### config.mk
export PLATFORM = sky130hd
export DESIGN_NAME = single_wire_humidity_sensor_reader_core_flat
export DESIGN_NICKNAME = d
export VERILOG_FILES = /design/src/hw/rtl/swhsr_pkg.sv /design/src/hw/rtl/swhsr_in_if.sv /design/src/hw/rtl/swhsr_out_if.sv /design/src/hw/rtl/swhsr_step.sv /design/src/hw/rtl/single_wire_humidity_sensor_reader_core.sv /design/src/flat_wrapper.sv
export SDC_FILE = /design/constraint.sdc
export NUM_CORES = 1
export LEC_CHECK = 0
export BUFFER_PORTS_ARGS = -buffer_cell sky130_fd_sc_hd__clkbuf_2
export CAP_MARGIN = 20
export CORE_MARGIN = 2
export CORE_UTILIZATION = 44
export DETAILED_ROUTE_END_ITERATION = 8
export GPL_TIMING_DRIVEN = 0
export PLACE_DENSITY = 0.69
export RECOVER_POWER = 50
export SKIP_CTS_REPAIR_TIMING = 1
export SYNTH_ARGS = -nofsm -noshare
export SYNTH_HDL_FRONTEND = slang
export SYNTH_SLANG_ARGS = --single-unit
### constraint.sdc
create_clock -name clk -period 5.95 [get_ports clk]
set_input_delay 0.2975 -clock clk [delete_from_list [all_inputs] [get_ports clk]]
set_output_delay 0.2975 -clock clk [all_outputs]
set_load 0.05 [all_outputs]
### src/hw/rtl/swhsr_pkg.sv
package swhsr_pkg;

  // Configuration port geometry
  localparam int CfgDataW = 20;
  localparam int CfgIdxW  = 3;
  localparam int TickW    = 20;
  localparam int ShortW   = 10;

  // Register indexes
  typedef enum logic [CfgIdxW-1:0] {
    CFG_WARMUP      = 3'd0,
    CFG_START_LOW   = 3'd1,
    CFG_REL_HIGH    = 3'd2,
    CFG_RESP_SAMPLE = 3'd3,
    CFG_RESP_CHECK  = 3'd4,
    CFG_BIT_SAMPLE  = 3'd5,
    CFG_FRAME_BYTES = 3'd6
  } cfg_idx_t;

  // Register reset values
  localparam logic [TickW-1:0]  WarmupRst      = 20'd200000;
  localparam logic [TickW-1:0]  StartLowRst    = 20'd5000;
  localparam logic [ShortW-1:0] RelHighRst     = 10'd20;
  localparam logic [ShortW-1:0] RespSampleRst  = 10'd40;
  localparam logic [ShortW-1:0] RespCheckRst   = 10'd80;
  localparam logic [ShortW-1:0] BitSampleRst   = 10'd40;
  localparam logic [3:0]        FrameBytesRst  = 4'd5;

  // Response status codes
  typedef enum logic [1:0] {
    STAT_PENDING = 2'd0,
    STAT_OK      = 2'd1,
    STAT_NO_RESP = 2'd2,
    STAT_BAD     = 2'd3
  } status_t;

  typedef struct packed {
    logic func;
    logic line_level;
  } item_t;

  typedef struct packed {
    logic       drive_enable;
    logic       drive_level;
    logic       byte_valid;
    logic [7:0] data_byte;
    logic       frame_last;
    logic [1:0] response_status;
    logic       busy_res;
  } result_t;

endpackage

### src/hw/rtl/swhsr_in_if.sv
interface swhsr_in_if;
  logic valid;
  logic ready;
  logic func;
  logic line_level;

  modport source (output valid, output func, output line_level, input ready);
  modport sink (input valid, input func, input line_level, output ready);
endinterface

### src/hw/rtl/swhsr_out_if.sv
interface swhsr_out_if;
  logic       valid;
  logic       ready;
  logic       drive_enable;
  logic       drive_level;
  logic       byte_valid;
  logic [7:0] data_byte;
  logic       frame_last;
  logic [1:0] response_status;
  logic       busy_res;

  modport source (
    output valid, output drive_enable, output drive_level, output byte_valid,
    output data_byte, output frame_last, output response_status, output busy_res,
    input ready
  );
  modport sink (
    input valid, input drive_enable, input drive_level, input byte_valid,
    input data_byte, input frame_last, input response_status, input busy_res,
    output ready
  );
endinterface

### src/hw/rtl/swhsr_step.sv
module swhsr_step
  import swhsr_pkg::*;
(
  input  logic                clk,
  input  logic                rst_n,
  input  logic                cfg_we,
  input  logic [CfgIdxW-1:0]  cfg_idx,
  input  logic [CfgDataW-1:0] cfg_wdata,
  input  logic                step_en,
  input  item_t               item,
  output result_t             res
);

  typedef enum logic [3:0] {
    PH_IDLE     = 4'd0,
    PH_WARMUP   = 4'd1,
    PH_STARTLOW = 4'd2,
    PH_RELHIGH  = 4'd3,
    PH_RESP1    = 4'd4,
    PH_RESP2    = 4'd5,
    PH_WAITLOW  = 4'd6,
    PH_WAITRISE = 4'd7,
    PH_BITSAMP  = 4'd8,
    PH_WAITFALL = 4'd9
  } phase_t;

  logic [TickW-1:0]  warmup_r;
  logic [TickW-1:0]  start_low_r;
  logic [ShortW-1:0] rel_high_r;
  logic [ShortW-1:0] resp_sample_r;
  logic [ShortW-1:0] resp_check_r;
  logic [ShortW-1:0] bit_sample_r;
  logic [3:0]        frame_bytes_r;

  phase_t      phase_r, phase_nxt;
  logic [TickW-1:0] tick_r, tick_nxt;
  logic [7:0]  shift_r, shift_nxt;
  logic [2:0]  bit_idx_r, bit_idx_nxt;
  logic [2:0]  byte_idx_r, byte_idx_nxt;
  logic [1:0]  status_r, status_nxt;

  logic [TickW-1:0] tick_inc;
  logic [TickW-1:0] target;
  logic             timer_done;
  logic [3:0]       frame_lim;
  logic [3:0]       byte_cnt;
  logic             byte_done;
  logic [7:0]       byte_out;
  logic             frame_end;

  // Configuration writes; unknown indexes are dropped
  always_ff @(posedge clk) begin
    if (!rst_n) begin
      warmup_r      <= WarmupRst;
      start_low_r   <= StartLowRst;
      rel_high_r    <= RelHighRst;
      resp_sample_r <= RespSampleRst;
      resp_check_r  <= RespCheckRst;
      bit_sample_r  <= BitSampleRst;
      frame_bytes_r <= FrameBytesRst;
    end else if (cfg_we) begin
      case (cfg_idx)
        CFG_WARMUP:      warmup_r      <= cfg_wdata;
        CFG_START_LOW:   start_low_r   <= cfg_wdata;
        CFG_REL_HIGH:    rel_high_r    <= cfg_wdata[ShortW-1:0];
        CFG_RESP_SAMPLE: resp_sample_r <= cfg_wdata[ShortW-1:0];
        CFG_RESP_CHECK:  resp_check_r  <= cfg_wdata[ShortW-1:0];
        CFG_BIT_SAMPLE:  bit_sample_r  <= cfg_wdata[ShortW-1:0];
        CFG_FRAME_BYTES: frame_bytes_r <= cfg_wdata[3:0];
        default: ;
      endcase
    end
  end

  // Select the time limit of the current timed phase
  always_comb begin
    case (phase_r)
      PH_WARMUP:   target = warmup_r;
      PH_STARTLOW: target = start_low_r;
      PH_RELHIGH:  target = {{(TickW-ShortW){1'b0}}, rel_high_r};
      PH_RESP1:    target = {{(TickW-ShortW){1'b0}}, resp_sample_r};
      PH_RESP2:    target = {{(TickW-ShortW){1'b0}}, resp_check_r};
      default:     target = {{(TickW-ShortW){1'b0}}, bit_sample_r};
    endcase
  end

  // Zero-length timing counts as one tick, so a wrapped count also ends the phase
  assign tick_inc   = tick_r + TickW'(1);
  assign timer_done = (tick_inc >= target) || (tick_inc == '0);

  // Clamp frame length to one through eight bytes
  always_comb begin
    if (frame_bytes_r == 4'd0)      frame_lim = 4'd1;
    else if (frame_bytes_r > 4'd8)  frame_lim = 4'd8;
    else                            frame_lim = frame_bytes_r;
  end

  assign byte_cnt = {1'b0, byte_idx_r} + 4'd1;

  // Next state for one tick or start command
  always_comb begin
    phase_nxt    = phase_r;
    tick_nxt     = tick_r;
    shift_nxt    = shift_r;
    bit_idx_nxt  = bit_idx_r;
    byte_idx_nxt = byte_idx_r;
    status_nxt   = status_r;
    byte_done    = 1'b0;
    byte_out     = 8'd0;
    frame_end    = 1'b0;
    if (item.func) begin
      phase_nxt    = PH_WARMUP;
      tick_nxt     = '0;
      shift_nxt    = 8'd0;
      bit_idx_nxt  = 3'd0;
      byte_idx_nxt = 3'd0;
      status_nxt   = STAT_PENDING;
    end else begin
      case (phase_r)
        PH_IDLE: ;
        PH_WARMUP, PH_STARTLOW, PH_RELHIGH: begin
          tick_nxt = timer_done ? '0 : tick_inc;
          if (timer_done) begin
            phase_nxt = phase_t'(phase_r + 4'd1);
          end
        end
        PH_RESP1: begin
          tick_nxt = timer_done ? '0 : tick_inc;
          if (timer_done) begin
            if (!item.line_level) begin
              phase_nxt = PH_RESP2;
            end else begin
              status_nxt = STAT_NO_RESP;
              phase_nxt  = PH_WAITLOW;
            end
          end
        end
        PH_RESP2: begin
          tick_nxt = timer_done ? '0 : tick_inc;
          if (timer_done) begin
            status_nxt = item.line_level ? STAT_OK : STAT_BAD;
            phase_nxt  = PH_WAITLOW;
          end
        end
        PH_WAITLOW: begin
          if (!item.line_level) phase_nxt = PH_WAITRISE;
        end
        PH_WAITRISE: begin
          if (item.line_level) begin
            tick_nxt  = '0;
            phase_nxt = PH_BITSAMP;
          end
        end
        PH_BITSAMP: begin
          tick_nxt = timer_done ? '0 : tick_inc;
          if (timer_done) begin
            shift_nxt[3'd7 - bit_idx_r] = item.line_level;
            phase_nxt = PH_WAITFALL;
          end
        end
        PH_WAITFALL: begin
          if (!item.line_level) begin
            if (bit_idx_r == 3'd7) begin
              byte_done   = 1'b1;
              byte_out    = shift_r;
              bit_idx_nxt = 3'd0;
              shift_nxt   = 8'd0;
              if (byte_cnt >= frame_lim) begin
                frame_end    = 1'b1;
                byte_idx_nxt = 3'd0;
                phase_nxt    = PH_IDLE;
              end else begin
                byte_idx_nxt = byte_cnt[2:0];
                phase_nxt    = PH_WAITRISE;
              end
            end else begin
              bit_idx_nxt = bit_idx_r + 3'd1;
              phase_nxt   = PH_WAITRISE;
            end
          end
        end
        default: phase_nxt = PH_IDLE;
      endcase
    end
  end

  // Hold state; advance on each processed item
  always_ff @(posedge clk) begin
    if (!rst_n) begin
      phase_r    <= PH_IDLE;
      tick_r     <= '0;
      shift_r    <= 8'd0;
      bit_idx_r  <= 3'd0;
      byte_idx_r <= 3'd0;
      status_r   <= STAT_PENDING;
    end else if (step_en) begin
      phase_r    <= phase_nxt;
      tick_r     <= tick_nxt;
      shift_r    <= shift_nxt;
      bit_idx_r  <= bit_idx_nxt;
      byte_idx_r <= byte_idx_nxt;
      status_r   <= status_nxt;
    end
  end

  // Result from the state after this step
  always_comb begin
    res.drive_enable    = (phase_nxt == PH_WARMUP) || (phase_nxt == PH_RELHIGH) ||
                          (phase_nxt == PH_STARTLOW);
    res.drive_level     = (phase_nxt == PH_WARMUP) || (phase_nxt == PH_RELHIGH);
    res.byte_valid      = byte_done;
    res.data_byte       = byte_out;
    res.frame_last      = frame_end;
    res.response_status = status_nxt;
    res.busy_res        = (phase_nxt != PH_IDLE);
  end

endmodule

### src/hw/rtl/single_wire_humidity_sensor_reader_core.sv
// Single-wire humidity sensor reader.
// Input channel (in_if): one item per microsecond; func = 0 is a tick with
// the sampled line level, func = 1 starts a new read and aborts any read in
// progress. Result channel (out_if): exactly one result per input item, with
// the line drive controls, a received byte when one completes (MSB first,
// frame_last on the final byte), the response status and a busy flag.
// Configuration: cfg_we/cfg_idx/cfg_wdata write one timing register per
// cycle; write only while no transfer is in flight.
// Path: an item transferred in is held in the input register, then its result
// is captured in the result register and offered on out_if.
// Throughput: one item per cycle while out_if.ready stays high; the single-pass
// step logic between the two registers sets this figure.
// Stall: when out_if.ready is low the result register holds; one more item
// is taken into the input register, then in_if.ready drops.
// Reset (rst_n low, synchronous): both channels empty, state idle, status
// pending, and all timing registers return to their defaults.
module single_wire_humidity_sensor_reader_core
  import swhsr_pkg::*;
(
  input  logic                clk,
  input  logic                rst_n,
  input  logic                cfg_we,
  input  logic [CfgIdxW-1:0]  cfg_idx,
  input  logic [CfgDataW-1:0] cfg_wdata,
  swhsr_in_if.sink            in_if,
  swhsr_out_if.source         out_if
);

  logic    in_v_r;
  item_t   in_item_r;
  logic    out_v_r;
  result_t out_res_r;
  result_t step_res;
  logic    adv;

  // Move the held item into the result register when it is free
  assign adv         = in_v_r && (!out_v_r || out_if.ready);
  assign in_if.ready = !in_v_r || adv;

  always_ff @(posedge clk) begin
    if (!rst_n) begin
      in_v_r <= 1'b0;
    end else if (in_if.ready) begin
      in_v_r <= in_if.valid;
    end
  end

  always_ff @(posedge clk) begin
    if (in_if.ready && in_if.valid) begin
      in_item_r.func       <= in_if.func;
      in_item_r.line_level <= in_if.line_level;
    end
  end

  swhsr_step u_step (
    .clk       (clk),
    .rst_n     (rst_n),
    .cfg_we    (cfg_we),
    .cfg_idx   (cfg_idx),
    .cfg_wdata (cfg_wdata),
    .step_en   (adv),
    .item      (in_item_r),
    .res       (step_res)
  );

  // Result register
  always_ff @(posedge clk) begin
    if (!rst_n) begin
      out_v_r <= 1'b0;
    end else if (adv) begin
      out_v_r <= 1'b1;
    end else if (out_if.ready) begin
      out_v_r <= 1'b0;
    end
  end

  always_ff @(posedge clk) begin
    if (adv) begin
      out_res_r <= step_res;
    end
  end

  assign out_if.valid           = out_v_r;
  assign out_if.drive_enable    = out_res_r.drive_enable;
  assign out_if.drive_level     = out_res_r.drive_level;
  assign out_if.byte_valid      = out_res_r.byte_valid;
  assign out_if.data_byte       = out_res_r.data_byte;
  assign out_if.frame_last      = out_res_r.frame_last;
  assign out_if.response_status = out_res_r.response_status;
  assign out_if.busy_res        = out_res_r.busy_res;

endmodule

### src/flat_wrapper.sv
// flat-port wrapper written by rule: the top's interface ports become plain ports
module single_wire_humidity_sensor_reader_core_flat import swhsr_pkg::*;
  (clk, rst_n, cfg_we, cfg_idx, cfg_wdata, in_if_valid, in_if_func, in_if_line_level, in_if_ready, out_if_valid, out_if_drive_enable, out_if_drive_level, out_if_byte_valid, out_if_data_byte, out_if_frame_last, out_if_response_status, out_if_busy_res, out_if_ready);
  swhsr_in_if in_if_i ();
  swhsr_out_if out_if_i ();
  input  logic clk;
  input  logic rst_n;
  input  logic cfg_we;
  input  logic [CfgIdxW-1:0] cfg_idx;
  input  logic [CfgDataW-1:0] cfg_wdata;
  input wire logic [$bits(in_if_i.valid)-1:0] in_if_valid;
  input wire logic [$bits(in_if_i.func)-1:0] in_if_func;
  input wire logic [$bits(in_if_i.line_level)-1:0] in_if_line_level;
  output wire logic [$bits(in_if_i.ready)-1:0] in_if_ready;
  output wire logic [$bits(out_if_i.valid)-1:0] out_if_valid;
  output wire logic [$bits(out_if_i.drive_enable)-1:0] out_if_drive_enable;
  output wire logic [$bits(out_if_i.drive_level)-1:0] out_if_drive_level;
  output wire logic [$bits(out_if_i.byte_valid)-1:0] out_if_byte_valid;
  output wire logic [$bits(out_if_i.data_byte)-1:0] out_if_data_byte;
  output wire logic [$bits(out_if_i.frame_last)-1:0] out_if_frame_last;
  output wire logic [$bits(out_if_i.response_status)-1:0] out_if_response_status;
  output wire logic [$bits(out_if_i.busy_res)-1:0] out_if_busy_res;
  input wire logic [$bits(out_if_i.ready)-1:0] out_if_ready;
  assign in_if_i.valid = in_if_valid;
  assign in_if_i.func = in_if_func;
  assign in_if_i.line_level = in_if_line_level;
  assign in_if_ready = in_if_i.ready;
  assign out_if_valid = out_if_i.valid;
  assign out_if_drive_enable = out_if_i.drive_enable;
  assign out_if_drive_level = out_if_i.drive_level;
  assign out_if_byte_valid = out_if_i.byte_valid;
  assign out_if_data_byte = out_if_i.data_byte;
  assign out_if_frame_last = out_if_i.frame_last;
  assign out_if_response_status = out_if_i.response_status;
  assign out_if_busy_res = out_if_i.busy_res;
  assign out_if_i.ready = out_if_ready;
  single_wire_humidity_sensor_reader_core u_core (.clk(clk), .rst_n(rst_n), .cfg_we(cfg_we), .cfg_idx(cfg_idx), .cfg_wdata(cfg_wdata), .in_if(in_if_i), .out_if(out_if_i));
endmodule
== Yosys cells after proc, flatten, opt, wreduce, memory -nomap -nowiden ==
Cells that the tools add are included.

* Register bits: 143

* Add/subtract/negate cells: 5
* $lt $le $gt $ge: 5
* Eq/ne operators: 24
* Muxes and demuxes: 46
* Bitwise operators: 2
* Reduce and logical (&&, ||, !) cells: 35

{| class="wikitable"
|+ Operators with widths
! kind !! number
|-
| case mux 20 bit (5 select lines) || 1
|-
| 2-to-1 mux 20 bit || 3
|-
| 2-to-1 mux 4 bit || 11
|-
| case mux 20 bit (2 select lines) || 1
|-
| 2-to-1 mux 8 bit || 4
|-
| case mux 4 bit (8 select lines) || 1
|-
| 2-to-1 mux 3 bit || 10
|-
| adder 20 x 1 -> 20 bit (second input constant) || 1
|-
| >= comparator 20 bit || 1
|-
| logical NOT 20 bit || 1
|-
| equality test 4 x 2 -> 1 bit (second input constant) || 4
|-
| equality test 4 x 3 -> 1 bit (second input constant) || 4
|-
| case mux 8 bit (2 select lines) || 1
|-
| AND reduction 2 bit || 7
|-
| equality test 3 bit (second input constant) || 4
|-
| 2-to-1 mux 2 bit || 6
|-
| != test 3 x 2 -> 1 bit (second input constant) || 3
|-
| bitwise mux 8 bit || 1
|-
| equality test 4 x 1 -> 1 bit (second input constant) || 2
|-
| equality test 4 bit (second input constant) || 2
|-
| logical NOT 4 bit || 2
|-
| equality test 3 x 2 -> 1 bit (second input constant) || 2
|-
| AND reduction 3 bit || 2
|-
| nonzero test 2 bit || 3
|-
| other kinds (26) || 40
|}

== Logic depth before layout (Yosys ltp) ==
* Depth in word-level cells: 12
* Mapped depth: 23

== Modules after synthesis ==
From an unflattened synthesis, not the netlist that was laid out.

* Cell total of the unflattened synthesis: 944
* Area total of the unflattened synthesis: 7816.2 µm²

{| class="wikitable"
|+ Modules (own cells, without submodules)
! module !! instances !! cells an instance !! area an instance (µm²) !! sequential area each (µm²)
|-
| swhsr_step || 1 || 918 || 7201.9 || 2482.4
|-
| single_wire_humidity_sensor_reader_core || 1 || 26 || 614.3 || 550.5
|}

== Worst setup path before layout ==
Ideal clock, no wire load.

* Path kind: register -> register
* From: register u_core.u_step.phase_r[0]
* To: register u_core.out_res_r (netlist bit u_core.out_if.busy_res), data pin
* Setup time: 270 ps
* Data arrival time: 4084 ps
* Required time: 5680 ps
* Path slack: 1596 ps
* Stages on the path, launching flop included: 22
* Path buffers: 3
* Clock period less this slack: 4354 ps
* Cell sequence: dfxtp_1 -> ha_1 -> clkbuf_1 -> inv_1 -> nor3_1 -> clkbuf_1 -> buf_1 -> a22oi_1 -> ha_1 -> nand4_1 -> or2_2 -> o32a_1 -> o211a_1 -> o41ai_4 -> inv_4 -> ha_1 -> a21oi_1 -> o21ai_0 -> a21oi_1 -> o21ai_0 -> a221oi_2 -> nand3b_1

{| class="wikitable"
|+ RTL lines
! item !! line !! text
|-
| start, declared || swhsr_step.sv:35 || <nowiki>phase_t phase_r, phase_nxt;</nowiki>
|-
| start signal, assigned || swhsr_step.sv:197 || <nowiki>phase_r <= phase_nxt;</nowiki>
|-
| end signal, assigned || single_wire_humidity_sensor_reader_core.sv:79 || <nowiki>out_res_r <= step_res;</nowiki>
|-
| end, declared || single_wire_humidity_sensor_reader_core.sv:32 || <nowiki>result_t out_res_r;</nowiki>
|}

==> impl_metrics.tcl <==
set metrics [dict create \
    grt_antenna_before_repair 0 \
    cts.htree.levels 4 \
    die_h_um 133 \
    post_synth_num_cell_types 65 \
    ios 47 \
    synth.area.top_cells "dfxtp_1 34%, nand2_1 11%, edfxtp_1 6.9%" \
    root_buffer "clkbuf_16" \
    yosysMostFrequentCell "nand2_1" \
    p_sw_uw 558 \
    fmax_mhz 179 \
    drc 0 \
    endpoint_kind "flip-flop" \
    crit_type "reg -> reg" \
    die_w_um 133 \
    grt_pass1_wl_um 32300 \
    hold_violations 0 \
    routed_wirelength_um 19800 \
    synthesis.nets 971 \
    dp_hpwl_um 13700 \
    cts_tree "yes" \
    setup_viol 0 \
    grt_max_degree 17 \
    clkPwrFrac_pct 47.7 \
    synthTopCellsByCount "209 x nand2_1, 126 x dfxtp_1, 100 x a21oi_1, 55 x clkbuf_1, 47 x nor2_1" \
    drt_iter0_drc 685 \
    grt_usage_pct 22.9 \
    clock_path_buffers 2 \
    synth_cells 906 \
    avgSynthCellArea_um2 8.13 \
    synth_edf_count 17 \
    ys.flop_type "dfxtp_1" \
    synth_area_um2 7360 \
    async_reset_ff_share_pct 0 \
    cts_inserted_buffers 17 \
    dr.pass1.iters 7 \
    fin_crit_ns 5.59 \
    syn2layout_area_growth_pct 14.8 \
    post_drt_wl_per_cell_um 16.4 \
    portBuffers 44 \
    dieArea_um2 17800 \
    internal-power_mw 1.68 \
    coreArea_um2 16500 \
    register_area_um2 3030 \
    slew_viol_final 0 \
    cp-start-kind "flip-flop" \
    switching_share_pct 24.9 \
    fin_util_pct 51.3 \
    antenna_cells 0 \
    status "complete, no violations" \
    reg2reg_depth 21 \
    max_cap_violations 0 \
    maxSlewHeadroom_pct 43.5 \
    hp-class "in -> reg" \
    seq_area_frac_synth_pct 41.2 \
    finalSetupTns_ns 0 \
    vias 6763 \
    via_per_inst 5.62 \
    synth_seq_cells 143 \
    synth_top_area_share_pct 34.3 \
    power_frac_seq_pct 45.0 \
    overflow 0 \
    fin_nets 1036 \
    gp_congestion 0.916 \
    cts.clk_slew.worst_paths_ns 0.06 \
    p_leak_nw 3.26 \
    fillers 1654 \
    clock_latency_ns 0.43 \
    rows 47 \
    grt_pass1_vias 6265 \
    combPwrFrac_pct 7.3 \
    finClkSkew_ns 0.00916 \
    tightest_slew_ns 0.845 \
    yosysTopAreaCell "dfxtp_1" \
    cp.arrival_ns 5.75 \
    clock-sinks 143 \
    reg2reg_slack_ns 0.36 \
    drive_above_1_share_pct 8.43 \
    vdd_drop_max_mv 0.206 \
    multi_input_area_um2 4010 \
    ys.warnings.count 0 \
    power.density_nw_per_um2 265 \
    required_ns 6.11 \
    rsz0062_at_grt "no" \
    worstPathMaxFanout 10 \
    whs_path_depth 1 \
    antenna_left 0 \
    initial_utilization_pct 44.7 \
    period_share_pct 93.9 \
]
## worst max-delay path: stages, from the launching register on
cell	delay (ns)
dfxtp_1	0.47
ha_1	0.19
clkbuf_1	0.34
inv_1	0.12
nor3_1	0.37
clkbuf_1	0.51
buf_1	0.48
a22oi_1	0.23
ha_1	0.34
nand4_1	0.10
or2_2	0.32
o32a_1	0.34
o211a_1	0.16
o41ai_4	0.16
inv_4	0.11
ha_1	0.22
a21oi_1	0.12
o21ai_0	0.10
a21oi_1	0.11
o21ai_0	0.10
a221oi_2	0.32
a21oi_1	0.12
## path summary, 6_finish.rpt
kind                                       from                            end
setup / recovery       u_core.u_step.phase_r[0]     u_core.out_if.drive_enable
hold / removal                 in_if_line_level            u_core.in_item_r[0]
setup reg to reg       u_core.u_step.phase_r[0]     u_core.out_if.drive_enable
hold reg to reg   u_core.u_step.bit_sample_r[1]  u_core.u_step.bit_sample_r[1]
## cell type report
| type | instances | area share [%] |
|---|---|---|
| buffer | 63 | 3.27 |
| clock buffer | 22 | 5.88 |
| clock inverter | 10 | 1.17 |
| inverter | 11 | 0.518 |
| multi-input combinational | 689 | 47.4 |
| sequential | 143 | 35.9 |
| tap | 220 | 3.26 |
| timing repair buffer | 46 | 2.60 |
## kinds of logic after synthesis
kind of cell | Yosys count | synth area share, %
AND/OR/NAND/NOR | 401 | 25.0
AO/OA/AOI/OAI | 223 | 19.8
flip-flops | 143 | 41.2
buffers and inverters | 74 | 4.35
adder cells (fa/ha/maj) | 35 | 5.95
XOR/XNOR | 21 | 2.50
multiplexers | 9 | 1.22
## power by group through the flow
stage | registers [mW] | logic, mW | clock network [mW]
finish | 1.01 | 0.162 | 1.07
global route | 1.01 | 0.178 | 1.12
CTS | 1.01 | 0.163 | 1.08
detailed placement | 1.03 | 0.162 | 0
global placement | 1.03 | 0.160 | 0
floorplan | 1.05 | 0.0847 | 0
## per-stage QoR
stage          setup WS (ns)  instances  power [mW]  cell area [µm²]  hold WS (ns)
3_3_place_gp           0.468       1170        1.19             7860         0.441
3_5_place_dp           0.478       1172        1.19             7880         0.446
5_1_grt               0.0336       1204        2.31             8450        0.0347
4_1_cts                0.436       1204        2.25             8480        0.0287
2_1_floorplan           1.60        906        1.13             7360         0.396
6_report               0.364       1204        2.24             8450        0.0417
## cells in the final DEF (no fill, tap or decap), types with 4 or more instances in the layout
cell type and count:
buf_6 5, a21o_1 4, o211ai_1 6, inv_1 10, clkbuf_2 26, nor3b_1 4
a222oi_1 10, nor2b_1 12, and2_1 13, nand3_1 41, and4_1 5, and3_1 6
a21oi_1 100, ha_1 35, nor2_1 47, nand2_1 209, xor2_1 5, mux2i_1 9
clkbuf_16 19, nand4_1 11, edfxtp_1 17, nor4_1 4, nor3_1 19, nand2b_1 10
a32o_1 4, dfxtp_1 126, or2_2 4, nand3b_1 6, a31oi_1 5, xnor2_1 16
o21ai_0 25, a22oi_1 37, clkbuf_1 75
## routing by layer
metal | vias to the layer above | track usage [%] | part of all wire, %
met2 | 204 | 35.8 | 45
met3 | 41 | 4.00 | 5.3
met1 | 3160 | 31.3 | 47
li1 | 3358 | - | -
met4 | 0 | 9.40 | 2.3
met5 | - | 0 | 0
## sequential cells by signal, indices dropped and copies added, names as in the netlist, 2 cells and up
signal	count
u_core.in_item_r	2
u_core.out_if.data_byte	8
u_core.out_if.response_status	2
u_core.u_step.bit_idx_r	3
u_core.u_step.bit_sample_r	10
u_core.u_step.byte_idx_r	3
u_core.u_step.frame_bytes_r	4
u_core.u_step.phase_r	4
u_core.u_step.rel_high_r	10
u_core.u_step.resp_check_r	10
u_core.u_step.resp_sample_r	10
u_core.u_step.shift_r	8
u_core.u_step.start_low_r	20
u_core.u_step.status_r	2
u_core.u_step.tick_r	20
u_core.u_step.warmup_r	20
(Power assumes the default switching activity.)
